===== config.mk =====
export PLATFORM = sky130hd
export DESIGN_NAME = six_axis_deadband_velocity
export DESIGN_NICKNAME = d
export VERILOG_FILES = /design/src/hw/rtl/sadv_pkg.sv /design/src/hw/rtl/sadv_mul.sv /design/src/hw/rtl/sadv_div.sv /design/src/hw/rtl/sadv_sqrt.sv /design/src/hw/rtl/six_axis_deadband_velocity.sv
export VERILOG_INCLUDE_DIRS = /design/src /design/src/hw/rtl
export SDC_FILE = /design/constraint.sdc
export NUM_CORES = 2
export LEC_CHECK = 0
export ABC_AREA = 1
export BUFFER_PORTS_ARGS = -buffer_cell sky130_fd_sc_hd__buf_2
export CAP_MARGIN = 20
export CORE_MARGIN = 1.5
export CORE_UTILIZATION = 45
export CTS_CLUSTER_SIZE = 40
export DETAILED_ROUTE_END_ITERATION = 6
export HOLD_SLACK_MARGIN = 0.12
export PLACE_DENSITY = 0.64
export REMOVE_ABC_BUFFERS = 1
export SLEW_MARGIN = 5
export SYNTH_ARGS = -nofsm -noshare
export SYNTH_HDL_FRONTEND = slang
export SYNTH_SLANG_ARGS = --single-unit
export TNS_END_PERCENT = 100

===== constraint.sdc =====
create_clock -name clk -period 14.01 [get_ports clk]
set_input_delay 0.7005 -clock clk [delete_from_list [all_inputs] [get_ports clk]]
set_output_delay 0.7005 -clock clk [all_outputs]
set_load 0.05 [all_outputs]

===== src/hw/rtl/assert_macros.svh =====
// Assertion helpers for the RTL.
`ifndef ASSERT_MACROS_SVH
`define ASSERT_MACROS_SVH

// Property checked at every rising edge, skipped while reset is low.
`define AST_CLK(label, prop, msg) \
  label: assert property (@(posedge clk) disable iff (!rst_n) (prop)) else $error(msg);

// Implication: when the antecedent holds, the consequent holds at the next edge.
`define AST_NEXT(label, ante, cons, msg) \
  label: assert property (@(posedge clk) disable iff (!rst_n) (ante) |=> (cons)) else $error(msg);

`endif


===== src/hw/rtl/sadv_pkg.sv =====
package sadv_pkg;

  localparam int unsigned CalibSamples = 64;
  localparam int unsigned ButtonCount  = 16;

  // Noise calibration limits, in units of 2^-30 and 2^-15.
  localparam logic [33:0] NoiseSqLimit = 34'd107374;
  localparam logic [16:0] FakePeak     = 17'd655;

  localparam logic [1:0] RegGain  = 2'd0;
  localparam logic [1:0] RegSlack = 2'd1;
  localparam logic [1:0] RegClamp = 2'd2;

  typedef struct packed {
    logic signed [15:0] axis_x;
    logic signed [15:0] axis_y;
    logic signed [15:0] axis_z;
    logic signed [15:0] axis_rx;
    logic signed [15:0] axis_ry;
    logic signed [15:0] axis_rz;
    logic [31:0]        stamp;
    logic [15:0]        button_levels;
  } in_item_t;

  typedef struct packed {
    logic signed [31:0] move_x;
    logic signed [31:0] move_y;
    logic signed [31:0] move_z;
    logic signed [31:0] turn_x;
    logic signed [31:0] turn_y;
    logic signed [31:0] turn_z;
    logic [31:0]        turn_rate;
    logic               stick_ok;
    logic               rotation_ok;
    logic [15:0]        button_presses;
  } out_item_t;

  typedef enum logic [3:0] {
    ST_IDLE,
    ST_SQ_START,
    ST_SQ_WAIT,
    ST_SQRT_START,
    ST_SQRT_WAIT,
    ST_AXIS,
    ST_DIV_START,
    ST_DIV_WAIT,
    ST_TR_START,
    ST_TR_WAIT,
    ST_TRSQ_START,
    ST_TRSQ_WAIT,
    ST_OUT
  } state_t;

  typedef struct packed {
    logic start;
    logic busy;
  } unit_ctl_t;

endpackage


===== src/hw/rtl/sadv_mul.sv =====
// Shift-add multiplier, one multiplier bit per cycle; unsigned operands.
module sadv_mul #(
  parameter int unsigned AW = 32,
  parameter int unsigned BW = 32
) (
  input  logic            clk,
  input  logic            rst_n,
  input  logic            start,
  input  logic [AW-1:0]   a,
  input  logic [BW-1:0]   b,
  output logic            busy,
  output logic [AW+BW-1:0] prod
);
  localparam int unsigned CW = $clog2(BW + 1);

  logic [AW+BW-1:0] acc_r, acc_nxt;
  logic [AW+BW-1:0] mcand_r, mcand_nxt;
  logic [BW-1:0]    mplier_r, mplier_nxt;
  logic [CW-1:0]    cnt_r, cnt_nxt;
  logic             busy_r, busy_nxt;

  always_comb begin
    acc_nxt    = acc_r;
    mcand_nxt  = mcand_r;
    mplier_nxt = mplier_r;
    cnt_nxt    = cnt_r;
    busy_nxt   = busy_r;
    if (start) begin
      acc_nxt    = '0;
      mcand_nxt  = {{BW{1'b0}}, a};
      mplier_nxt = b;
      cnt_nxt    = CW'(BW);
      busy_nxt   = 1'b1;
    end else if (busy_r) begin
      if (mplier_r[0]) acc_nxt = acc_r + mcand_r;
      mcand_nxt  = mcand_r << 1;
      mplier_nxt = mplier_r >> 1;
      cnt_nxt    = cnt_r - CW'(1);
      if (cnt_r == CW'(1)) busy_nxt = 1'b0;
    end
  end

  always_ff @(posedge clk) begin
    if (!rst_n) begin
      busy_r <= 1'b0;
      cnt_r  <= '0;
    end else begin
      busy_r <= busy_nxt;
      cnt_r  <= cnt_nxt;
    end
    acc_r    <= acc_nxt;
    mcand_r  <= mcand_nxt;
    mplier_r <= mplier_nxt;
  end

  assign busy = busy_r;
  assign prod = acc_r;
endmodule


===== src/hw/rtl/sadv_div.sv =====
// Restoring divider, one quotient bit per cycle; unsigned.
module sadv_div #(
  parameter int unsigned NW = 48,
  parameter int unsigned DW = 32
) (
  input  logic          clk,
  input  logic          rst_n,
  input  logic          start,
  input  logic [NW-1:0] num,
  input  logic [DW-1:0] den,
  output logic          busy,
  output logic [NW-1:0] quo
);
  localparam int unsigned CW = $clog2(NW + 1);

  logic [NW-1:0] q_r, q_nxt;
  logic [DW:0]   rem_r, rem_nxt;
  logic [DW-1:0] d_r, d_nxt;
  logic [CW-1:0] cnt_r, cnt_nxt;
  logic          busy_r, busy_nxt;
  logic [DW:0]   trial;

  always_comb begin
    q_nxt    = q_r;
    rem_nxt  = rem_r;
    d_nxt    = d_r;
    cnt_nxt  = cnt_r;
    busy_nxt = busy_r;
    trial    = {rem_r[DW-1:0], q_r[NW-1]};
    if (start) begin
      q_nxt    = num;
      rem_nxt  = '0;
      d_nxt    = den;
      cnt_nxt  = CW'(NW);
      busy_nxt = 1'b1;
    end else if (busy_r) begin
      if (trial >= {1'b0, d_r}) begin
        rem_nxt = trial - {1'b0, d_r};
        q_nxt   = {q_r[NW-2:0], 1'b1};
      end else begin
        rem_nxt = trial;
        q_nxt   = {q_r[NW-2:0], 1'b0};
      end
      cnt_nxt = cnt_r - CW'(1);
      if (cnt_r == CW'(1)) busy_nxt = 1'b0;
    end
  end

  always_ff @(posedge clk) begin
    if (!rst_n) begin
      busy_r <= 1'b0;
      cnt_r  <= '0;
    end else begin
      busy_r <= busy_nxt;
      cnt_r  <= cnt_nxt;
    end
    q_r   <= q_nxt;
    rem_r <= rem_nxt;
    d_r   <= d_nxt;
  end

  assign busy = busy_r;
  assign quo  = q_r;
endmodule


===== src/hw/rtl/sadv_sqrt.sv =====
// Integer square root, one result bit (two radicand bits) per cycle.
module sadv_sqrt #(
  parameter int unsigned RW = 66
) (
  input  logic            clk,
  input  logic            rst_n,
  input  logic            start,
  input  logic [RW-1:0]   rad,
  output logic            busy,
  output logic [RW/2-1:0] root
);
  localparam int unsigned HW = RW / 2;
  localparam int unsigned CW = $clog2(HW + 1);

  logic [RW-1:0] v_r, v_nxt;
  logic [HW+1:0] rem_r, rem_nxt;
  logic [HW-1:0] q_r, q_nxt;
  logic [CW-1:0] cnt_r, cnt_nxt;
  logic          busy_r, busy_nxt;
  logic [HW+1:0] trial, sub;

  always_comb begin
    v_nxt    = v_r;
    rem_nxt  = rem_r;
    q_nxt    = q_r;
    cnt_nxt  = cnt_r;
    busy_nxt = busy_r;
    trial    = {rem_r[HW-1:0], v_r[RW-1 -: 2]};
    sub      = {q_r, 2'b01};
    if (start) begin
      v_nxt    = rad;
      rem_nxt  = '0;
      q_nxt    = '0;
      cnt_nxt  = CW'(HW);
      busy_nxt = 1'b1;
    end else if (busy_r) begin
      v_nxt = v_r << 2;
      if (trial >= sub) begin
        rem_nxt = trial - sub;
        q_nxt   = {q_r[HW-2:0], 1'b1};
      end else begin
        rem_nxt = trial;
        q_nxt   = {q_r[HW-2:0], 1'b0};
      end
      cnt_nxt = cnt_r - CW'(1);
      if (cnt_r == CW'(1)) busy_nxt = 1'b0;
    end
  end

  always_ff @(posedge clk) begin
    if (!rst_n) begin
      busy_r <= 1'b0;
      cnt_r  <= '0;
    end else begin
      busy_r <= busy_nxt;
      cnt_r  <= cnt_nxt;
    end
    v_r   <= v_nxt;
    rem_r <= rem_nxt;
    q_r   <= q_nxt;
  end

  assign busy = busy_r;
  assign root = q_r;
endmodule


===== src/hw/rtl/six_axis_deadband_velocity.sv =====
// Six-axis deadband velocity block.
// Input channel in_valid/in_stall carries one sample beat: six Q1.15 axes,
// a tick stamp and button levels. Result channel out_valid/out_stall carries
// six saturated rates, the rotation rate norm, ok flags and button presses.
// Config: cfg_we/cfg_index/cfg_data, index 0 gain, 1 slack, 2 clamp; write
// only while idle.
// The first CAL_SAMPLES beats calibrate the noise floor and give no result;
// after the last, the squares and the root are worked out before the next
// beat can be taken. Later beats give one result each, out_valid rising
// once the bit-serial multiplier, divider and root unit, shared across the
// axes, have worked through the sample; one beat is in flight at a time,
// the next taken once the result is loaded and the block is back in idle.
// The result sits in an output register; while the receiver stalls it the
// next beat is still taken and worked on, but holds before loading its
// result until the register is free, and in_stall stays high meanwhile.
// Reset (synchronous, rst_n low) clears calibration, the stamp history,
// the button history and restores the register defaults; in_stall is high
// while rst_n is low.
`include "assert_macros.svh"
module six_axis_deadband_velocity #(
  parameter int unsigned CAL_SAMPLES = sadv_pkg::CalibSamples,
  parameter int unsigned BTN_COUNT   = sadv_pkg::ButtonCount
) (
  input  logic                clk,
  input  logic                rst_n,
  input  logic                in_valid,
  output logic                in_stall,
  input  sadv_pkg::in_item_t  in_data,
  output logic                out_valid,
  input  logic                out_stall,
  output sadv_pkg::out_item_t out_data,
  input  logic                cfg_we,
  input  logic [1:0]          cfg_index,
  input  logic [15:0]         cfg_data
);
  localparam int unsigned CCW = $clog2(CAL_SAMPLES + 1);
  localparam logic [15:0] BtnMask = 16'((33'd1 << BTN_COUNT) - 33'd1);
  localparam logic [33:0] FakeSq  =
    34'd6 * 34'(sadv_pkg::FakePeak) * 34'(sadv_pkg::FakePeak);

  sadv_pkg::state_t state_r, state_nxt;

  logic [15:0] gain_r;
  logic [2:0]  slack_r, clamp_r;
  logic [15:0] peak_r [6];
  logic [CCW-1:0] calib_r;
  logic [16:0] norm_r;
  logic [31:0] pstamp_r;
  logic        seen_r;
  logic [15:0] pbtn_r;

  sadv_pkg::in_item_t  item_r;
  sadv_pkg::out_item_t res_r;
  logic        ovalid_r;
  logic [2:0]  ax_r;
  logic [33:0] sq_acc_r;
  logic [65:0] tr_acc_r;
  logic [31:0] dt_r;
  logic        neg_r, passed_r, rot_r;
  logic [31:0] rate_r [6];

  // shared units
  logic        mul_start, div_start, sq_start;
  logic [31:0] mul_a, mul_b;
  logic [63:0] mul_p;
  logic        mul_busy, div_busy, sq_busy;
  logic [47:0] div_num, div_q;
  logic [65:0] sq_rad;
  logic [32:0] sq_root;

  sadv_mul #(.AW(32), .BW(32)) u_mul (
    .clk, .rst_n, .start(mul_start), .a(mul_a), .b(mul_b),
    .busy(mul_busy), .prod(mul_p));
  sadv_div #(.NW(48), .DW(32)) u_div (
    .clk, .rst_n, .start(div_start), .num(div_num), .den(dt_r),
    .busy(div_busy), .quo(div_q));
  sadv_sqrt #(.RW(66)) u_sqrt (
    .clk, .rst_n, .start(sq_start), .rad(sq_rad),
    .busy(sq_busy), .root(sq_root));

  logic signed [15:0] cur_ax;
  logic [15:0] cur_mag, cur_peak;
  logic [19:0] thresh;
  logic [22:0] limit, fmag;
  logic        pass;
  logic        calib_done;
  logic        accept, last_cal;

  always_comb begin
    case (ax_r)
      3'd0: cur_ax = item_r.axis_x;
      3'd1: cur_ax = item_r.axis_y;
      3'd2: cur_ax = item_r.axis_z;
      3'd3: cur_ax = item_r.axis_rx;
      3'd4: cur_ax = item_r.axis_ry;
      default: cur_ax = item_r.axis_rz;
    endcase
    cur_peak = peak_r[ax_r < 3'd6 ? ax_r : 3'd5];
  end
  assign cur_mag = cur_ax[15] ? 16'(-cur_ax) : 16'(cur_ax);
  assign thresh  = 20'(slack_r) * 20'(norm_r);
  assign limit   = 23'(clamp_r) * 23'(thresh);
  assign pass    = {4'd0, cur_mag} > thresh;
  assign fmag    = !pass ? 23'd0 : (23'(cur_mag) > limit ? limit : 23'(cur_mag));
  assign calib_done = calib_r == CCW'(CAL_SAMPLES);
  assign accept  = in_valid && !in_stall;
  assign last_cal = calib_r == CCW'(CAL_SAMPLES - 1);

  // the multiply in ST_AXIS must finish before the divide; DIV_START waits on it
  logic div_go;
  assign div_go = state_r == sadv_pkg::ST_DIV_START && !mul_busy;

  // next state
  always_comb begin
    state_nxt = state_r;
    unique case (state_r)
      sadv_pkg::ST_IDLE:
        if (accept) state_nxt = calib_done ? sadv_pkg::ST_AXIS :
                               (last_cal ? sadv_pkg::ST_SQ_START : sadv_pkg::ST_IDLE);
      sadv_pkg::ST_SQ_START:  state_nxt = sadv_pkg::ST_SQ_WAIT;
      sadv_pkg::ST_SQ_WAIT:
        if (!mul_busy && ax_r == 3'd5) state_nxt = sadv_pkg::ST_SQRT_START;
        else if (!mul_busy) state_nxt = sadv_pkg::ST_SQ_START;
      sadv_pkg::ST_SQRT_START: state_nxt = sadv_pkg::ST_SQRT_WAIT;
      sadv_pkg::ST_SQRT_WAIT:
        if (!sq_busy) state_nxt = sadv_pkg::ST_IDLE;
      sadv_pkg::ST_AXIS:      state_nxt = sadv_pkg::ST_DIV_START;
      sadv_pkg::ST_DIV_START:
        if (div_go) state_nxt = sadv_pkg::ST_DIV_WAIT;
      sadv_pkg::ST_DIV_WAIT:
        if (!div_busy && ax_r == 3'd5) state_nxt = sadv_pkg::ST_TR_START;
        else if (!div_busy) state_nxt = sadv_pkg::ST_AXIS;
      sadv_pkg::ST_TR_START:  state_nxt = sadv_pkg::ST_TR_WAIT;
      sadv_pkg::ST_TR_WAIT:
        if (!mul_busy && ax_r == 3'd5) state_nxt = sadv_pkg::ST_TRSQ_START;
        else if (!mul_busy) state_nxt = sadv_pkg::ST_TR_START;
      sadv_pkg::ST_TRSQ_START: state_nxt = sadv_pkg::ST_TRSQ_WAIT;
      sadv_pkg::ST_TRSQ_WAIT:
        if (!sq_busy && !ovalid_r) state_nxt = sadv_pkg::ST_OUT;
      sadv_pkg::ST_OUT:
        if (!ovalid_r || !out_stall) state_nxt = sadv_pkg::ST_IDLE;
      default: state_nxt = sadv_pkg::ST_IDLE;
    endcase
  end

  logic [31:0] rate_mag;
  assign rate_mag = rate_r[ax_r < 3'd6 ? ax_r : 3'd5][31] ?
                    32'(-rate_r[ax_r < 3'd6 ? ax_r : 3'd5]) :
                    rate_r[ax_r < 3'd6 ? ax_r : 3'd5];

  // unit controls
  always_comb begin
    mul_start = 1'b0;
    div_start = 1'b0;
    sq_start  = 1'b0;
    mul_a     = '0;
    mul_b     = '0;
    sq_rad    = {32'd0, sq_acc_r};
    div_num   = 48'(mul_p);
    unique case (state_r)
      sadv_pkg::ST_SQ_START: begin
        mul_start = 1'b1;
        mul_a = 32'(cur_peak);
        mul_b = 32'(cur_peak);
      end
      sadv_pkg::ST_SQRT_START: begin
        sq_start = 1'b1;
        // quiet stick: root of the substituted peaks
        if (sq_acc_r <= sadv_pkg::NoiseSqLimit) sq_rad = {32'd0, FakeSq};
      end
      sadv_pkg::ST_DIV_START: div_start = div_go && dt_r != 32'd0;
      sadv_pkg::ST_AXIS: begin
        mul_start = 1'b1;
        mul_a = 32'(fmag);
        mul_b = 32'(gain_r);
      end
      sadv_pkg::ST_TR_START: begin
        mul_start = 1'b1;
        mul_a = rate_mag;
        mul_b = rate_mag;
      end
      sadv_pkg::ST_TRSQ_START: begin
        sq_start = 1'b1;
        sq_rad = tr_acc_r;
      end
      default: ;
    endcase
  end

  logic [31:0] sat_rate;
  always_comb begin
    if (dt_r == 32'd0) sat_rate = '0;
    else if (neg_r)
      sat_rate = (div_q > 48'h8000_0000) ? 32'h8000_0000 : 32'(-div_q);
    else
      sat_rate = (div_q > 48'h7FFF_FFFF) ? 32'h7FFF_FFFF : div_q[31:0];
  end

  always_ff @(posedge clk) begin
    if (!rst_n) begin
      state_r  <= sadv_pkg::ST_IDLE;
      gain_r   <= 16'd1;
      slack_r  <= 3'd2;
      clamp_r  <= 3'd2;
      for (int i = 0; i < 6; i++) peak_r[i] <= '0;
      calib_r  <= '0;
      norm_r   <= '0;
      pstamp_r <= '0;
      seen_r   <= 1'b0;
      pbtn_r   <= '0;
      ovalid_r <= 1'b0;
      ax_r     <= '0;
    end else begin
      state_r <= state_nxt;
      if (cfg_we) begin
        unique case (cfg_index)
          sadv_pkg::RegGain:  gain_r  <= cfg_data;
          sadv_pkg::RegSlack: slack_r <= cfg_data[2:0];
          sadv_pkg::RegClamp: clamp_r <= cfg_data[2:0];
          default: ;
        endcase
      end
      if (ovalid_r && !out_stall) ovalid_r <= 1'b0;
      unique case (state_r)
        sadv_pkg::ST_IDLE:
          if (accept) begin
            ax_r <= '0;
            if (!seen_r) begin
              seen_r   <= 1'b1;
              pstamp_r <= in_data.stamp;
            end
            if (!calib_done) begin
              calib_r <= calib_r + CCW'(1);
              begin
                logic [15:0] m [6];
                m[0] = in_data.axis_x[15]  ? 16'(-in_data.axis_x)  : 16'(in_data.axis_x);
                m[1] = in_data.axis_y[15]  ? 16'(-in_data.axis_y)  : 16'(in_data.axis_y);
                m[2] = in_data.axis_z[15]  ? 16'(-in_data.axis_z)  : 16'(in_data.axis_z);
                m[3] = in_data.axis_rx[15] ? 16'(-in_data.axis_rx) : 16'(in_data.axis_rx);
                m[4] = in_data.axis_ry[15] ? 16'(-in_data.axis_ry) : 16'(in_data.axis_ry);
                m[5] = in_data.axis_rz[15] ? 16'(-in_data.axis_rz) : 16'(in_data.axis_rz);
                for (int i = 0; i < 6; i++)
                  if (m[i] > peak_r[i]) peak_r[i] <= m[i];
              end
              sq_acc_r <= '0;
            end else begin
              dt_r     <= in_data.stamp - (seen_r ? pstamp_r : in_data.stamp);
              passed_r <= 1'b0;
              rot_r    <= 1'b0;
              tr_acc_r <= '0;
            end
          end
        sadv_pkg::ST_SQ_WAIT:
          if (!mul_busy) begin
            sq_acc_r <= sq_acc_r + mul_p[33:0];
            ax_r     <= ax_r + 3'd1;
          end
        sadv_pkg::ST_SQRT_START:
          if (sq_acc_r <= sadv_pkg::NoiseSqLimit) begin
            for (int i = 0; i < 6; i++) peak_r[i] <= sadv_pkg::FakePeak[15:0];
            sq_acc_r <= FakeSq;
          end
        sadv_pkg::ST_SQRT_WAIT:
          if (!sq_busy) norm_r <= sq_root[16:0];
        sadv_pkg::ST_AXIS: begin
          neg_r <= cur_ax[15];
          if (pass) begin
            passed_r <= 1'b1;
            if (ax_r >= 3'd3) rot_r <= 1'b1;
          end
        end
        sadv_pkg::ST_DIV_WAIT:
          if (!div_busy) begin
            rate_r[ax_r < 3'd6 ? ax_r : 3'd5] <= sat_rate;
            ax_r <= (ax_r == 3'd5) ? 3'd3 : ax_r + 3'd1;
          end
        sadv_pkg::ST_TR_WAIT:
          if (!mul_busy) begin
            tr_acc_r <= tr_acc_r + 66'(mul_p);
            ax_r     <= ax_r + 3'd1;
          end
        sadv_pkg::ST_TRSQ_WAIT:
          if (!sq_busy && !ovalid_r) begin
            res_r.move_x <= rate_r[0];
            res_r.move_y <= rate_r[1];
            res_r.move_z <= rate_r[2];
            res_r.turn_x <= rate_r[3];
            res_r.turn_y <= rate_r[4];
            res_r.turn_z <= rate_r[5];
            res_r.turn_rate <= (sq_root > 33'hFFFF_FFFF) ? 32'hFFFF_FFFF : sq_root[31:0];
            res_r.stick_ok <= dt_r != 32'd0 && passed_r;
            res_r.rotation_ok <= rot_r;
            res_r.button_presses <= item_r.button_levels & BtnMask & ~pbtn_r;
            pbtn_r   <= item_r.button_levels & BtnMask;
            pstamp_r <= item_r.stamp;
          end
        sadv_pkg::ST_OUT:
          if (!ovalid_r || !out_stall) ovalid_r <= 1'b1;
        default: ;
      endcase
    end
    if (accept) item_r <= in_data;
  end

  assign in_stall  = !rst_n || state_r != sadv_pkg::ST_IDLE;
  assign out_valid = ovalid_r;
  assign out_data  = res_r;

  `AST_CLK(a_no_accept_busy, !(in_valid && !in_stall && state_r != sadv_pkg::ST_IDLE),
           "input accepted while busy")
  `AST_NEXT(a_out_sets_valid, state_r == sadv_pkg::ST_OUT && !ovalid_r, ovalid_r,
            "result not presented")
  `AST_CLK(a_calib_bound, calib_r <= CCW'(CAL_SAMPLES), "calibration count overrun")
  `AST_NEXT(a_out_hold, out_valid && out_stall, out_valid && $stable(out_data),
            "stalled result changed")
endmodule


==> flow_summary.toml <==
[drt]
vias_per_cell = 5.58
drtIter0Drc = 6927
wl_per_cell_um = 22.9
wl_um = 284000
dr.pass1.iters = 7
post-route-drc-count = 0
drt.antenna.violating_nets = 0
vias = 69300

[global_routing]
grt_max_degree = 169
antenna_found_initial = 16
grt_pass1_wl_um = 415000
grt_pass1_vias = 65700
globalRoute.totalOverflow = 0
gr-usage-all-layers = 0.315

[run_status]
outcome = "completed"

[sta]
fin_crit_sh = 0.605
rsz0062_at_grt = "false"
drv_slew = 0
final-hold-violation-count = 0
whs_ns = 0.194
skew_ns = 0.0613
finalCriticalPeriod_ns = 8.48
slew_headroom = 0.147
fmax_mhz = 118
tightest_slew_ns = 1.27
fin_setup_tns_ns = 0
finalSetupViolations = 0

[placed_design]
dpl.hpwl_um = 220000
port-buffer-count = 410
gp_congestion = 0.995

[synth]
ys_seq_area_frac = 0.472
ys_seq_elements = 1337
synthFlopType = "edfxtp_1"
synthArstFlopShare = 0
syn_area_um2 = 78400
ys_warn_count = 0
synth_area_per_cell_um2 = 8.29
synth_cell_types = 64
synth_edf_count = 1019
syn_inst = 9452

[worst_setup_path]
cp-start-kind = "register"
cpMostUsedCell = "nand2_1"
worst-path-max-fanout = 18
cp-end-kind = "register"
critPathKind = "register to register"
crit_start = "slack_r[2]"
reg2reg_slack_ns = 5.53
crit_path_top_delay_cell = "dfxtp_1"
cp.required_ns = 14.59
rr_startpoint = "slack_r[2]"
reg2reg_depth = 38
arrival_ns = 9.07
reg2reg_to = "u_mul.mcand_r[0]"
critPathMaxStageDelay_ns = 0.72

[layout]
drive_gt1_frac = 0.0793
syn_to_final_growth_pct = 13.9
num-nets-final = 10600

[power]
ir_worst_vdd_mv = 0.122
p_leak_uw = 0.0390
power.density_nw_per_um2 = 105

[cts]
h-tree-depth = 4
cts_tree = "done"
clock_sinks = 1337
clk_latency_ns = 0.85
cts-root-buf = "clkbuf_16"
clk_pin_slew_worst_paths_ns = 0.06
cts_resized = 0
cts_buffers = 153
clockBufferDepth = 3

[floorplanning]
dieArea_um2 = 177000
io_pins = 411
initial_core_util = 0.452
die_height_um = 420
fp.coreArea_um2 = 173000
die_w_um = 420
num_rows = 153

[worst_hold_path]
hold_class = "input port to register"
whs_path_depth = 1
min_from = "in_data[98]"
min_to = "item_r[98]"

[run]
max_cap_viol_count = 0
-- kinds of logic after synthesis --
kind of cell,after synthesis,synth area share
AND/OR/NAND/NOR,4060,0.213
AO/OA/AOI/OAI,1809,0.131
buffers and inverters,1486,0.0725
flip-flops,1337,0.472
adder cells (fa/ha/maj),489,0.0819
XOR/XNOR,242,0.0270
multiplexers,29,0.00370
-- worst max-delay path, delay by kind of cell (launching register included) --
family / cells / cell delay [ns]
AND/OR/NAND/NOR: 23 / 3.40
AO/OA/AOI/OAI: 5 / 1.07
adder cells (fa/ha/maj): 6 / 2.47
flip-flops: 1 / 0.72
XOR/XNOR: 1 / 0.36
buffers and inverters: 3 / 0.17
-- placed cells by master (no fill, tap or decap), drive strengths merged, types with 318 or more instances in the layout --
master / netlist / layout
a21oi: 727 / 727
buf: 83 / 478
dfxtp: 318 / 318
edfxtp: 1019 / 1019
ha: 449 / 449
inv: 1226 / 1233
nand2: 2140 / 2140
nand3: 487 / 487
nor2: 1088 / 1088
o21ai: 605 / 605
-- report_power, final --
group	switching, uW	leakage, uW	internal, uW
Clock	1770	0.00236	2200
Sequential	48.6	0.0118	4320
Combinational	666	0.0249	325
Total	2490	0.0390	6840
-- registers in the layout (all words and copies together) (netlist names), 33 cells and up --
name           flops
out_data         242
rate_r           192
item_r           144
peak_r            96
tr_acc_r          66
u_sqrt.v_r        66
u_mul.mcand_r     64
u_mul.prod        64
u_div.quo         48
sq_acc_r          34
u_sqrt.rem_r      33
u_sqrt.root       33
-- cell usage after synthesis, drive strengths merged, types with 56 or more instances --
library cell | n | area share
a211oi | 61 | 0.0058
a21oi | 727 | 0.046
buf | 83 | 0.0054
clkbuf | 172 | 0.0082
dfxtp | 318 | 0.081
edfxtp | 1019 | 0.39
ha | 449 | 0.072
inv | 1226 | 0.059
nand2 | 2140 | 0.10
nand3 | 487 | 0.031
nand4 | 95 | 0.0076
nor2 | 1088 | 0.053
nor3 | 125 | 0.0081
o211ai | 63 | 0.0060
o21ai | 605 | 0.039
o21bai | 61 | 0.0059
o22ai | 56 | 0.0045
xnor2 | 68 | 0.0076
xor2 | 174 | 0.019
-- stage by stage --
stage | total power, uW | cells | utilization | cell area, um2 | setup WS, ns
after floorplan | 5050 | 9197 | - | 77300 | 0.203
after global placement | 5380 | 12000 | 0.478 | 82900 | 5.84
after detailed placement | 5390 | 12000 | 0.478 | 82900 | 5.74
after CTS | 9380 | 12400 | 0.514 | 89200 | 5.71
after global routing | 9650 | 12400 | 0.515 | 89300 | 5.05
final | 9330 | 12400 | 0.515 | 89300 | 5.53
-- routing by layer --
| metal | vias up | global-route usage | share of wire |
|---|---|---|---|
| met4 | 4 | 0.118 | 0.040 |
| met5 | - | 0 | 0.000095 |
| met3 | 451 | 0.0477 | 0.076 |
| met1 | 33200 | 0.435 | 0.43 |
| li1 | 32900 | - | - |
| met2 | 2711 | 0.500 | 0.45 |
-- worst max-delay path by stage --
stage / slack [ns] / cells after the start / endpoint
after global placement: 5.84 / 38 / u_mul.mcand_r[0]
after CTS: 5.71 / 38 / u_mul.mcand_r[0]
after detailed placement: 5.74 / 38 / u_mul.mcand_r[0]
final: 5.53 / 38 / u_mul.mcand_r[0]
after global routing: 5.05 / 39 / u_mul.mcand_r[13]
after floorplan: 0.20 / 6 / out_data[0]
-- cell type report --
class,count,area (um2)
diodes,6,15.0
clock inverters,80,866
flip-flops and latches,1337,37000
inverters,1231,4630
fillers,16600,84200
well taps,2325,2910
multi-input cells,6629,35900
clock buffers,203,4090
repair buffers,611,3920
-- timing repair --
item / in CTS / in global routing
endpoints found under the hold margin: 132 / 0
setup buffers: 0 / 0
hold buffers: 131 / 0
(Power assumes the default switching activity.)
